## config.mk

```make
export PLATFORM = sky130hd
export DESIGN_NAME = ngap_pdu_ie_parser
export DESIGN_NICKNAME = d
export VERILOG_FILES = /design/src/rtl/ngap_pkg.sv /design/src/rtl/ngap_pdu_ie_parser.sv
export SDC_FILE = /design/constraint.sdc
export NUM_CORES = 2
export LEC_CHECK = 0
export ABC_AREA = 1
export BUFFER_PORTS_ARGS = -buffer_cell sky130_fd_sc_hd__buf_4
export CORE_MARGIN = 2
export CORE_UTILIZATION = 40
export DETAILED_ROUTE_END_ITERATION = 10
export PLACE_DENSITY = 0.54
export SLEW_MARGIN = 10
export SYNTH_ARGS = -nofsm -noshare
export SYNTH_HDL_FRONTEND = slang
export SYNTH_SLANG_ARGS = --single-unit
export TNS_END_PERCENT = 50
```

## constraint.sdc

```tcl
create_clock -name clk -period 18.5 [get_ports clk]
set_input_delay 0.925 -clock clk [delete_from_list [all_inputs] [get_ports clk]]
set_output_delay 0.925 -clock clk [all_outputs]
set_load 0.05 [all_outputs]
```

## src/rtl/ngap_pkg.sv

```systemverilog
`default_nettype none

package ngap_pkg;

  // Longest packet handled; a byte beyond it flags the packet
  localparam int unsigned MAX_PACKET_BYTES = 65535;
  localparam int unsigned COUNT_W          = 16;
  localparam int unsigned LEN_W            = 14;
  localparam int unsigned NUM_CFG          = 6;
  localparam int unsigned CFG_IDX_W        = 3;

  localparam logic [COUNT_W-1:0] MAX_BYTES      = COUNT_W'(MAX_PACKET_BYTES);
  localparam logic [COUNT_W-1:0] MIN_BYTES      = 16'd8;
  localparam logic [2:0]         MAX_CHOICE     = 3'd2;
  localparam logic [7:0]         MAX_PROC_CODE  = 8'd51;
  localparam logic [LEN_W-1:0]   LEN_SAT        = 14'h3FFF;
  localparam logic [LEN_W-1:0]   GUAMI_MIN_LEN  = 14'd8;
  localparam logic [3:0]         PEND_BYTES     = 4'd8;

  // Register indexes, also the bit of present_mask for that element
  typedef enum logic [CFG_IDX_W-1:0] {
    CFG_RAN_UE_ID  = 3'd0,
    CFG_AMF_UE_ID  = 3'd1,
    CFG_NAS_PDU    = 3'd2,
    CFG_SESSION_ID = 3'd3,
    CFG_GUAMI      = 3'd4,
    CFG_CAUSE      = 3'd5
  } cfg_idx_t;

  typedef enum logic [3:0] {
    PH_HDR0     = 4'd0,
    PH_HDR1     = 4'd1,
    PH_HDR2     = 4'd2,
    PH_IDHI     = 4'd3,
    PH_IDLO     = 4'd4,
    PH_CRIT     = 4'd5,
    PH_LEN1     = 4'd6,
    PH_LEN2     = 4'd7,
    PH_VALUE    = 4'd8,
    PH_OVERLONG = 4'd15
  } phase_t;

  typedef enum logic [1:0] {
    ST_PARSED   = 2'd0,
    ST_REJECTED = 2'd1,
    ST_OVERLONG = 2'd2
  } status_t;

endpackage

`default_nettype wire

```

## src/rtl/ngap_pdu_ie_parser.sv

```systemverilog
`default_nettype none

// Channel  | Direction | Handshake          | Payload
// ---------+-----------+--------------------+---------------------------------------------
// in_      | input     | in_valid/in_stall  | in_packet_byte, in_end_of_packet
// out_     | output    | out_valid/out_stall| out_status .. out_guami_plmn (one per packet)
// cfg_     | input     | cfg_wr_en          | cfg_index, cfg_data (element id registers)
//
// One byte is taken per cycle: the parse state is updated by the byte in the cycle it is
// accepted, and the summary lands in the output register on the edge that takes the last byte.
// Synchronous active-low reset restores the element id registers and clears all packet state.
// While a summary waits on a stalled output, ordinary bytes keep flowing; only a further last
// byte is held until the output register frees up (or is being taken in that cycle).

module ngap_pdu_ie_parser
  import ngap_pkg::*;
(
  input  wire logic                 clk,
  input  wire logic                 rst_n,

  input  wire logic                 in_valid,
  output logic                      in_stall,
  input  wire logic [7:0]           in_packet_byte,
  input  wire logic                 in_end_of_packet,

  output logic                      out_valid,
  input  wire logic                 out_stall,
  output logic [1:0]                out_status,
  output logic [2:0]                out_pdu_kind,
  output logic [7:0]                out_proc_code,
  output logic [1:0]                out_msg_criticality,
  output logic [13:0]               out_element_count,
  output logic [5:0]                out_present_mask,
  output logic [63:0]               out_ran_ue_id,
  output logic [63:0]               out_amf_ue_id,
  output logic [7:0]                out_session_id,
  output logic [7:0]                out_cause_value,
  output logic [13:0]               out_nas_length,
  output logic [23:0]               out_guami_plmn,

  input  wire logic                 cfg_wr_en,
  input  wire logic [CFG_IDX_W-1:0] cfg_index,
  input  wire logic [15:0]          cfg_data
);

  // Element id registers
  logic [15:0] cfg_ie_r [NUM_CFG];

  // Packet parse state
  phase_t             phase_r,   phase_nxt;
  logic [COUNT_W-1:0] cnt_r,     cnt_nxt;
  logic [2:0]         choice_r,  choice_nxt;
  logic [7:0]         code_r,    code_nxt;
  logic [1:0]         crit_r,    crit_nxt;
  logic [15:0]        id_r,      id_nxt;
  logic [5:0]         lenhi_r,   lenhi_nxt;
  logic [LEN_W-1:0]   rem_r,     rem_nxt;
  logic [LEN_W-1:0]   seen_r,    seen_nxt;
  logic [63:0]        pend_r,    pend_nxt;
  logic [7:0]         first_r,   first_nxt;
  logic [LEN_W-1:0]   total_r,   total_nxt;
  logic [63:0]        ran_r,     ran_nxt;
  logic [63:0]        amf_r,     amf_nxt;
  logic [7:0]         sess_r,    sess_nxt;
  logic [7:0]         cause_r,   cause_nxt;
  logic [LEN_W-1:0]   nas_r,     nas_nxt;
  logic [23:0]        plmn_r,    plmn_nxt;
  logic [5:0]         mask_r,    mask_nxt;
  logic               stop_r,    stop_nxt;

  // Summary register
  logic               out_valid_r, out_valid_nxt;
  status_t            o_status_r,  o_status_nxt;
  logic [2:0]         o_choice_r,  o_choice_nxt;
  logic [7:0]         o_code_r,    o_code_nxt;
  logic [1:0]         o_crit_r,    o_crit_nxt;
  logic [LEN_W-1:0]   o_total_r,   o_total_nxt;
  logic [5:0]         o_mask_r,    o_mask_nxt;
  logic [63:0]        o_ran_r,     o_ran_nxt;
  logic [63:0]        o_amf_r,     o_amf_nxt;
  logic [7:0]         o_sess_r,    o_sess_nxt;
  logic [7:0]         o_cause_r,   o_cause_nxt;
  logic [LEN_W-1:0]   o_nas_r,     o_nas_nxt;
  logic [23:0]        o_plmn_r,    o_plmn_nxt;

  logic               in_acc;
  logic               start;
  logic [LEN_W-1:0]   start_len;
  logic               done;
  logic [LEN_W-1:0]   done_len;

  // Hold a last byte only while the summary register is full and stalled
  assign in_stall = out_valid_r & out_stall & in_valid & in_end_of_packet;
  assign in_acc   = in_valid & ~in_stall;

  always_ff @(posedge clk) begin
    if (!rst_n) begin
      cfg_ie_r[CFG_RAN_UE_ID]  <= 16'd85;
      cfg_ie_r[CFG_AMF_UE_ID]  <= 16'd10;
      cfg_ie_r[CFG_NAS_PDU]    <= 16'd38;
      cfg_ie_r[CFG_SESSION_ID] <= 16'd0;
      cfg_ie_r[CFG_GUAMI]      <= 16'd28;
      cfg_ie_r[CFG_CAUSE]      <= 16'd15;
    end else if (cfg_wr_en) begin
      // Drop writes beyond the register list
      if (cfg_index < CFG_IDX_W'(NUM_CFG)) begin
        cfg_ie_r[cfg_index] <= cfg_data;
      end
    end
  end

  always_comb begin
    phase_nxt  = phase_r;
    cnt_nxt    = cnt_r;
    choice_nxt = choice_r;
    code_nxt   = code_r;
    crit_nxt   = crit_r;
    id_nxt     = id_r;
    lenhi_nxt  = lenhi_r;
    rem_nxt    = rem_r;
    seen_nxt   = seen_r;
    pend_nxt   = pend_r;
    first_nxt  = first_r;
    total_nxt  = total_r;
    ran_nxt    = ran_r;
    amf_nxt    = amf_r;
    sess_nxt   = sess_r;
    cause_nxt  = cause_r;
    nas_nxt    = nas_r;
    plmn_nxt   = plmn_r;
    mask_nxt   = mask_r;
    stop_nxt   = stop_r;
    start      = 1'b0;
    start_len  = '0;
    done       = 1'b0;
    done_len   = '0;

    // Byte handling
    if (phase_r == PH_OVERLONG) begin
      // Drop everything until the end of the packet
    end else if (cnt_r >= MAX_BYTES) begin
      phase_nxt = PH_OVERLONG;
    end else begin
      cnt_nxt = cnt_r + 1'b1;
      unique case (phase_r)
        PH_HDR0: begin
          choice_nxt = in_packet_byte[7:5];
          phase_nxt  = PH_HDR1;
        end
        PH_HDR1: begin
          code_nxt  = in_packet_byte;
          phase_nxt = PH_HDR2;
        end
        PH_HDR2: begin
          crit_nxt  = in_packet_byte[7:6];
          phase_nxt = PH_IDHI;
        end
        PH_IDHI: begin
          if (!stop_r) begin
            id_nxt    = {in_packet_byte, 8'h00};
            phase_nxt = PH_IDLO;
          end
        end
        PH_IDLO: begin
          if (!stop_r) begin
            id_nxt    = {id_r[15:8], in_packet_byte};
            phase_nxt = PH_CRIT;
          end
        end
        PH_CRIT: begin
          if (!stop_r) begin
            phase_nxt = PH_LEN1;
          end
        end
        PH_LEN1: begin
          if (!stop_r) begin
            priority if (!in_packet_byte[7]) begin
              start     = 1'b1;
              start_len = {7'd0, in_packet_byte[6:0]};
            end else if (!in_packet_byte[6]) begin
              lenhi_nxt = in_packet_byte[5:0];
              phase_nxt = PH_LEN2;
            end else begin
              // Fragmented length form: stop element parsing quietly
              stop_nxt = 1'b1;
            end
          end
        end
        PH_LEN2: begin
          if (!stop_r) begin
            start     = 1'b1;
            start_len = {lenhi_r, in_packet_byte};
          end
        end
        PH_VALUE: begin
          if (!stop_r) begin
            if (seen_r < LEN_W'(PEND_BYTES)) begin
              pend_nxt = {pend_r[55:0], in_packet_byte};
            end
            if (seen_r == '0) begin
              first_nxt = in_packet_byte;
            end
            if (seen_r != LEN_SAT) begin
              seen_nxt = seen_r + 1'b1;
            end
            if (rem_r != '0) begin
              rem_nxt = rem_r - 1'b1;
            end
            if (rem_nxt == '0) begin
              done     = 1'b1;
              done_len = seen_nxt;
            end
          end
        end
        default: begin
          if (!stop_r) begin
            stop_nxt = 1'b1;
          end
        end
      endcase
    end

    // Length known: empty values complete at once
    if (start) begin
      seen_nxt  = '0;
      pend_nxt  = '0;
      first_nxt = '0;
      if (start_len == '0) begin
        done     = 1'b1;
        done_len = '0;
      end else begin
        rem_nxt   = start_len;
        phase_nxt = PH_VALUE;
      end
    end

    // Element complete: count it and update the first matching field
    if (done) begin
      if (total_r != LEN_SAT) begin
        total_nxt = total_r + 1'b1;
      end
      priority if (cfg_ie_r[CFG_RAN_UE_ID] == id_r) begin
        ran_nxt                 = (done_len == '0) ? 64'd0 : pend_nxt;
        mask_nxt[CFG_RAN_UE_ID] = (done_len != '0);
      end else if (cfg_ie_r[CFG_AMF_UE_ID] == id_r) begin
        amf_nxt                 = (done_len == '0) ? 64'd0 : pend_nxt;
        mask_nxt[CFG_AMF_UE_ID] = (done_len != '0);
      end else if (cfg_ie_r[CFG_NAS_PDU] == id_r) begin
        nas_nxt               = done_len;
        mask_nxt[CFG_NAS_PDU] = (done_len != '0);
      end else if (cfg_ie_r[CFG_SESSION_ID] == id_r) begin
        if (done_len != '0) begin
          sess_nxt                 = first_nxt;
          mask_nxt[CFG_SESSION_ID] = 1'b1;
        end
      end else if (cfg_ie_r[CFG_GUAMI] == id_r) begin
        if (done_len < GUAMI_MIN_LEN) begin
          plmn_nxt = '0;
          mask_nxt[CFG_GUAMI] = 1'b0;
        end else begin
          plmn_nxt = pend_nxt[63:40];
          mask_nxt[CFG_GUAMI] = 1'b1;
        end
      end else if (cfg_ie_r[CFG_CAUSE] == id_r) begin
        if (done_len != '0) begin
          cause_nxt           = first_nxt;
          mask_nxt[CFG_CAUSE] = 1'b1;
        end
      end else begin
        // No register matches: count only
      end
      seen_nxt  = '0;
      pend_nxt  = '0;
      first_nxt = '0;
      phase_nxt = PH_IDHI;
    end

    // Summary from the state after this byte
    if ((cnt_nxt < MIN_BYTES) || (choice_nxt > MAX_CHOICE) || (code_nxt > MAX_PROC_CODE)) begin
      o_status_nxt = ST_REJECTED;
    end else if (phase_nxt == PH_OVERLONG) begin
      o_status_nxt = ST_OVERLONG;
    end else begin
      o_status_nxt = ST_PARSED;
    end
    o_choice_nxt = '0;
    o_code_nxt   = '0;
    o_crit_nxt   = '0;
    o_total_nxt  = '0;
    o_mask_nxt   = '0;
    o_ran_nxt    = '0;
    o_amf_nxt    = '0;
    o_sess_nxt   = '0;
    o_cause_nxt  = '0;
    o_nas_nxt    = '0;
    o_plmn_nxt   = '0;
    if (o_status_nxt == ST_PARSED) begin
      o_choice_nxt = choice_nxt;
      o_code_nxt   = code_nxt;
      o_crit_nxt   = crit_nxt;
      o_total_nxt  = total_nxt;
      o_mask_nxt   = mask_nxt;
      o_ran_nxt    = ran_nxt;
      o_amf_nxt    = amf_nxt;
      o_sess_nxt   = sess_nxt;
      o_cause_nxt  = cause_nxt;
      o_nas_nxt    = nas_nxt;
      o_plmn_nxt   = plmn_nxt;
    end

    // Last byte: return all packet state to its idle value
    if (in_end_of_packet) begin
      phase_nxt  = PH_HDR0;
      cnt_nxt    = '0;
      choice_nxt = '0;
      code_nxt   = '0;
      crit_nxt   = '0;
      id_nxt     = '0;
      lenhi_nxt  = '0;
      rem_nxt    = '0;
      seen_nxt   = '0;
      pend_nxt   = '0;
      first_nxt  = '0;
      total_nxt  = '0;
      ran_nxt    = '0;
      amf_nxt    = '0;
      sess_nxt   = '0;
      cause_nxt  = '0;
      nas_nxt    = '0;
      plmn_nxt   = '0;
      mask_nxt   = '0;
      stop_nxt   = 1'b0;
    end

    out_valid_nxt = (in_acc & in_end_of_packet) | (out_valid_r & out_stall);
  end

  always_ff @(posedge clk) begin
    if (!rst_n) begin
      phase_r  <= PH_HDR0;
      cnt_r    <= '0;
      choice_r <= '0;
      code_r   <= '0;
      crit_r   <= '0;
      id_r     <= '0;
      lenhi_r  <= '0;
      rem_r    <= '0;
      seen_r   <= '0;
      pend_r   <= '0;
      first_r  <= '0;
      total_r  <= '0;
      ran_r    <= '0;
      amf_r    <= '0;
      sess_r   <= '0;
      cause_r  <= '0;
      nas_r    <= '0;
      plmn_r   <= '0;
      mask_r   <= '0;
      stop_r   <= 1'b0;
    end else if (in_acc) begin
      phase_r  <= phase_nxt;
      cnt_r    <= cnt_nxt;
      choice_r <= choice_nxt;
      code_r   <= code_nxt;
      crit_r   <= crit_nxt;
      id_r     <= id_nxt;
      lenhi_r  <= lenhi_nxt;
      rem_r    <= rem_nxt;
      seen_r   <= seen_nxt;
      pend_r   <= pend_nxt;
      first_r  <= first_nxt;
      total_r  <= total_nxt;
      ran_r    <= ran_nxt;
      amf_r    <= amf_nxt;
      sess_r   <= sess_nxt;
      cause_r  <= cause_nxt;
      nas_r    <= nas_nxt;
      plmn_r   <= plmn_nxt;
      mask_r   <= mask_nxt;
      stop_r   <= stop_nxt;
    end
  end

  // Summary register: load on the last byte, hold while stalled
  always_ff @(posedge clk) begin
    if (!rst_n) begin
      out_valid_r <= 1'b0;
    end else begin
      out_valid_r <= out_valid_nxt;
    end
  end

  always_ff @(posedge clk) begin
    if (in_acc && in_end_of_packet) begin
      o_status_r <= o_status_nxt;
      o_choice_r <= o_choice_nxt;
      o_code_r   <= o_code_nxt;
      o_crit_r   <= o_crit_nxt;
      o_total_r  <= o_total_nxt;
      o_mask_r   <= o_mask_nxt;
      o_ran_r    <= o_ran_nxt;
      o_amf_r    <= o_amf_nxt;
      o_sess_r   <= o_sess_nxt;
      o_cause_r  <= o_cause_nxt;
      o_nas_r    <= o_nas_nxt;
      o_plmn_r   <= o_plmn_nxt;
    end
  end

  assign out_valid           = out_valid_r;
  assign out_status          = o_status_r;
  assign out_pdu_kind        = o_choice_r;
  assign out_proc_code       = o_code_r;
  assign out_msg_criticality = o_crit_r;
  assign out_element_count   = o_total_r;
  assign out_present_mask    = o_mask_r;
  assign out_ran_ue_id       = o_ran_r;
  assign out_amf_ue_id       = o_amf_r;
  assign out_session_id      = o_sess_r;
  assign out_cause_value     = o_cause_r;
  assign out_nas_length      = o_nas_r;
  assign out_guami_plmn      = o_plmn_r;

endmodule

`default_nettype wire
```

Word level (Yosys, flattened, before mapping)
Memories as Yosys holds them, arrays and structs flattened.
Index checks and enable logic that the tools add are counted.

storage, ports and cells
  bits in registers = 576
  input bits = 33
  memories kept = 1
  logic and storage cells = 281
  RAM bits = 96
  output and inout bits = 219

operators by class
  $lt $le $gt $ge = 7
  eq/ne operators = 29
  mux-type cells = 176
  $add $sub $neg = 4
  bitwise logic cells = 7
  reduce and logical (&&, ||, !) cells = 23

memory list
  name      depth  bits a word  read ports  clocked after Yosys merged registers in  wr ports  line                      text
  cfg_ie_r  6      16           6           0                                        6         ngap_pdu_ie_parser.sv:47  logic [15:0] cfg_ie_r [NUM_CFG];

operator list
  cell                                                                   number
  64-bit two-way mux                                                     16
  14-bit two-way mux                                                     38
  8-bit two-way mux                                                      29
  24-bit two-way mux                                                     8
  16-bit two-way mux                                                     8
  16-bit equality test                                                   6
  14-bit zero test                                                       4
  6-bit two-way mux                                                      9
  4-bit two-way mux                                                      13
  1-bit two-way mux                                                      34
  16-bit one-hot mux with 2 select lines                                 1
  14-bit by 1-bit adder with 14-bit output, second input constant        2
  14-bit by 4-bit < comparator with 1-bit output, second input constant  2
  14-bit inequality test, second input constant                          2
  14-bit one-hot mux with 2 select lines                                 1
  4-bit one-hot mux with 7 select lines                                  1
  14-bit nonzero test                                                    2
  3-bit two-way mux                                                      6
  16-bit by 1-bit adder with 16-bit output, second input constant        1
  4-bit by 3-bit equality test with 1-bit output, second input constant  4
  16-bit >= comparator, second input constant                            1
  16-bit by 4-bit < comparator with 1-bit output, second input constant  1
  16-bit OR reduction                                                    1
  2-bit two-way mux                                                      7
  other kinds (30)                                                       49

Logic depth before layout (Yosys ltp)
  depth after elaboration = 24
  depth in mapped cells = 23
  mapped depth without buffers = 22

Least setup slack after synthesis
OpenSTA, ideal clock, no wires.

  kind = input to register
  start = in out_stall
  end = reg id_r[6]
  required time = 18.372 ns
  slack = 11.491 ns
  buffers on the path = 1
  library setup time = 0.128 ns
  stages = 15
  data arrival time = 6.881 ns
  cells stage by stage = nand2_1 > inv_1 > nand2_1 > nand2_1 > inv_1 > nand2_1 > inv_1 > nor2_1 > inv_1 > nand2_1 > a21oi_1 > inv_1 > clkbuf_1 > o21ai_0 > a21oi_1

on the way
  longest elaborated chain between the ends = 6

ends and longest elaborated chain
  item                                  line                       text
  from (decl)                           ngap_pdu_ie_parser.sv:27   input wire logic out_stall,
  1-bit bitwise AND (3 in series)       ngap_pdu_ie_parser.sv:93   assign in_stall = out_valid_r & out_stall & in_valid & in_end_of_packet;
  1-bit inverter                        ngap_pdu_ie_parser.sv:94   assign in_acc = in_valid & ~in_stall;
  1-bit bitwise AND                     ngap_pdu_ie_parser.sv:94
  6-bit AND reduction (no source line)  n/a
  to (signal assigned)                  ngap_pdu_ie_parser.sv:366  id_r <= id_nxt;
  to (decl)                             ngap_pdu_ie_parser.sv:55   logic [15:0] id_r, id_nxt;

Every way passes these cells.
A chain may end at the register's enable or synchronous reset.

Worst setup path after layout
  start = reg cnt_r[0]
  end = reg o_ran_r[13] (netlist: out_ran_ue_id[13]), data pin

on the way
  longest elaborated chain between the ends = 11
  elaborated cells between the ends (all ways) = 42
  classes of those cells = add/sub (1); order compare (4); eq/ne (1); mux (31); reduce/logical (5)

ends and longest elaborated chain
  item                                                           line                       text
  from (decl)                                                    ngap_pdu_ie_parser.sv:51   logic [COUNT_W-1:0] cnt_r, cnt_nxt;
  from (signal assigned)                                         ngap_pdu_ie_parser.sv:362  cnt_r <= cnt_nxt;
  16-bit >= comparator                                           ngap_pdu_ie_parser.sv:141  end else if (cnt_r >= MAX_BYTES) begin
  14-bit two-way mux                                             ngap_pdu_ie_parser.sv:141
  14-bit two-way mux                                             ngap_pdu_ie_parser.sv:139  if (phase_r == PH_OVERLONG) begin
  14-bit zero test                                               ngap_pdu_ie_parser.sv:228  if (start_len == '0) begin
  4-bit two-way mux / 1-bit two-way mux (equally long branches)  ngap_pdu_ie_parser.sv:228
  4-bit two-way mux / 1-bit two-way mux (equally long branches)  ngap_pdu_ie_parser.sv:224  if (start) begin
  4-bit two-way mux                                              ngap_pdu_ie_parser.sv:238  if (done) begin
  4-bit equality test                                            ngap_pdu_ie_parser.sv:281  end else if (phase_nxt == PH_OVERLONG) begin
  2-bit two-way mux                                              ngap_pdu_ie_parser.sv:281
  2-bit two-way mux                                              ngap_pdu_ie_parser.sv:279  if ((cnt_nxt < MIN_BYTES) || (choice_nxt > MAX_CHOICE) || (code_nxt > MAX_PROC_CODE)) begin
  2-bit zero test                                                ngap_pdu_ie_parser.sv:297  if (o_status_nxt == ST_PARSED) begin
  to (signal assigned)                                           ngap_pdu_ie_parser.sv:401  o_ran_r <= o_ran_nxt;
  to (decl)                                                      ngap_pdu_ie_parser.sv:79   logic [63:0] o_ran_r, o_ran_nxt;

Several ways; a longest one is shown, not always the timed one.

==> out/qor.csv <==
metric,value,unit
outcome,completed,
synth_cells,4040,
tritoncts,built,
r2r_start,cnt_r[0],
finalMaxSlewViolations,0,
grt_use_met2,34.6,%
synthesis.area,0.0322,mm2
grt-busiest-layer,met2,
drive_gt1_share,12.1,%
grt_max_degree,207,
avgViaCountPerCell,5.13,
rsz0062_at_grt,no,
grtUsageMet3,3.07,%
cts.path.max_buffers,3,
grt_usage,22.4,%
crit_path_start_kind,flop,
criticalPathCategory,flop to flop,
synth.avg_cell_area,7.96,um2
die_h,288,um
grt_pass1_wl,146000,um
routed-via-count,27000,
gp_congestion,0.880,
rr_worst_depth,21,
first_pass_iters,5,
nets,4194,
power_switching,0.000815,W
post-route-period-util,25.8,%
cp_max_fo,83,
intPower,0.00252,W
io_buffers,251,
clock_latency,620,ps
max_slew.worst_pin.slew,1110,ps
finalHoldViolCount,0,
fin_crit,4770,ps
leakagePower,13.6,nW
die_area,0.0827,mm2
combPwrFrac,6.4,%
setup_viol_count_final,0,
powerDensity,90.3,mW/mm2
reg2reg_to,out_ran_ue_id[13],
worstPathArrival,5090,ps
rows,103,
globalRouteMet1Util,32.8,%
async_reset_ff_share,0,%
wl_per_cell,17.9,um
core-area,0.0793,mm2
yosysSeqAreaShare,51.6,%
rrSetupSlack,13730,ps
dp_slack,13630,ps
crit_start,cnt_r[0],
crit_required,18830,ps
cts_resized,0,
max_slew_margin,25.4,%
ys_types,57,
clkSinkCount,672,
holdCritPathClass,flop to flop,
die_width,288,um
htreeDepth,3,
post_cts_buffers,0,
skew,22.8,ps
ios,252,
end_kind,flop,
swShare,24.4,%
hpwl,58800,um
antenna_found_initial,0,
synth_edf_count,313,
grt_pass1_vias,24900,
fmax,210,MHz
hold_ws,458,ps
numCtsBuffers,77,
finalSetupTns,0,ps
initial_core_util,40.6,%
synth_seq_cells,672,
drv_cap,0,
area_growth,14.9,%
seqPwrFrac,48.3,%
finalNonFillerCells,5268,
drc,0,
diodes,0,
clockPowerShare,45.3,%
antenna_left,0,
cts_hold_buf,0,
dp_cells,5126,
totalWireLength,94400,um
fin_ws,13730,ps
grt-ovfl-total,0,
synth_ff_type,dfxtp_1,
vdd.ir_drop.worst,0.0544,mV
crit_path_end,out_ran_ue_id[13],
yosysWarnings,0,
ctsRootBufferMaster,clkbuf_16,
nFillCells,7788,
clk_pin_slew,60,ps
drt-initial-drc-count,2317,
==> cell families (layout without fill, tap and decap cells) <==
group | after synthesis | after routing | synth area share [%]
xor+xnor | 118 | 118 | 3.21
buf+inv | 477 | 653 | 6.36
simple gates | 2072 | 2072 | 27.4
fa+ha+maj | 6 | 6 | 0.233
other cells | 1 | 3 | 0.0117
flops | 672 | 672 | 51.6
compound gates | 694 | 694 | 11.2
==> state kept, by name, indices dropped and copies added (netlist names), 16 cells and up <==
signal / flops
plmn_r: 24
cnt_r: 16
out_guami_plmn: 24
out_amf_ue_id: 64
id_r: 16
amf_r: 64
cfg_ie_r: 96
pend_r: 64
ran_r: 64
out_ran_ue_id: 64
==> layer usage <==
layer  vias up  wire length (um)
met1     12700             45400
met5         -                 0
met2       715             41600
met4         0              2050
met3       115              5370
li1      13500                 -
==> power groups by stage <==
stage               sequential [W]  combinational, W  clock (W)
global route               0.00161          0.000228    0.00161
CTS                        0.00161          0.000215    0.00154
floorplan                  0.00170         0.0000895          0
detailed placement         0.00164          0.000215          0
finish                     0.00161          0.000213    0.00151
global placement           0.00164          0.000215          0
==> stage by stage <==
step / cell area (um2) / power, W / util, %
after floorplan: 32200 / 0.00178 / -
after global placement: 34500 / 0.00186 / 43.5
after detailed placement: 34500 / 0.00186 / 43.5
after CTS: 37000 / 0.00337 / 46.6
after global routing: 37000 / 0.00345 / 46.6
final: 37000 / 0.00334 / 46.6
==> how the worst min path moves through the flow <==
stage / endpoint / from / cells past startpoint / slack [ps]
2_1_floorplan: ran_r[0] / ran_r[0] / 2 / 440
3_3_place_gp: ran_r[63] / ran_r[63] / 2 / 450
3_5_place_dp: ran_r[19] / ran_r[19] / 2 / 450
4_1_cts: ran_r[19] / ran_r[19] / 2 / 460
5_1_grt: ran_r[19] / ran_r[19] / 2 / 470
6_report: ran_r[51] / ran_r[51] / 2 / 460
==> cell usage after synthesis, types with 7 or more instances <==
master    instances  area, um2
buf_6            18        203
inv_1           219        822
dfxtp_1         359       7190
clkbuf_1        155        582
nand2_2          12       75.1
edfxtp_1        313       9400
a22oi_1           8       60.1
o21ai_1           9       45.0
buf_1             7       26.3
a21oi_1         473       2370
o211ai_1         13       97.6
nor3_1           26        130
nor4_1           13       81.3
buf_2            55        275
inv_2            15       56.3
nand4_1          32        200
xnor2_1          50        438
or2_2            26        163
nand2_1        1169       4390
nand3_1         217       1090
nor2_2           11       68.8
nand3_2          24        240
xor2_1           68        596
or2_1            50        313
nor2_4           11        124
nand3b_1          9       67.6
nor2_1          459       1720
o21ai_0         165        826
==> critical path, cell delays in order, from the launching register on <==
cell and delay [ps]:
dfxtp_1 370, ha_1 180, nand2_1 90, nor2_1 160
nand2_2 90, nor2_2 400, inv_1 170, nand3_1 130
nand2_1 60, nor2_1 110, nand3_2 380, inv_4 270
nand2_4 90, inv_2 80, nor2_4 60, inv_2 80
nand2_1 80, clkinv_2 520, buf_4 720, nand2_1 180
nand2_1 100, nor2_1 40
==> final cells by class <==
type	instances	area [um2]	share of cell area [%]
tap	1050	1310	3.56
timing repair buffer	276	2110	5.71
sequential	672	16600	44.9
multi-input combinational	2893	13600	36.7
inverter	235	901	2.44
clock buffer	110	2180	5.91
clock inverter	32	283	0.765
==> layout by cell type (no fill, tap or decap), types with 68 or more instances in the layout <==
cell,synthesis,final
nor2_1,459,458
nand2_1,1169,1167
o21ai_0,165,165
dfxtp_1,359,359
clkbuf_16,0,79
buf_4,4,273
nand3_1,217,216
xor2_1,68,68
edfxtp_1,313,313
inv_1,219,217
a21oi_1,473,473
(Power assumes the default switching activity.)
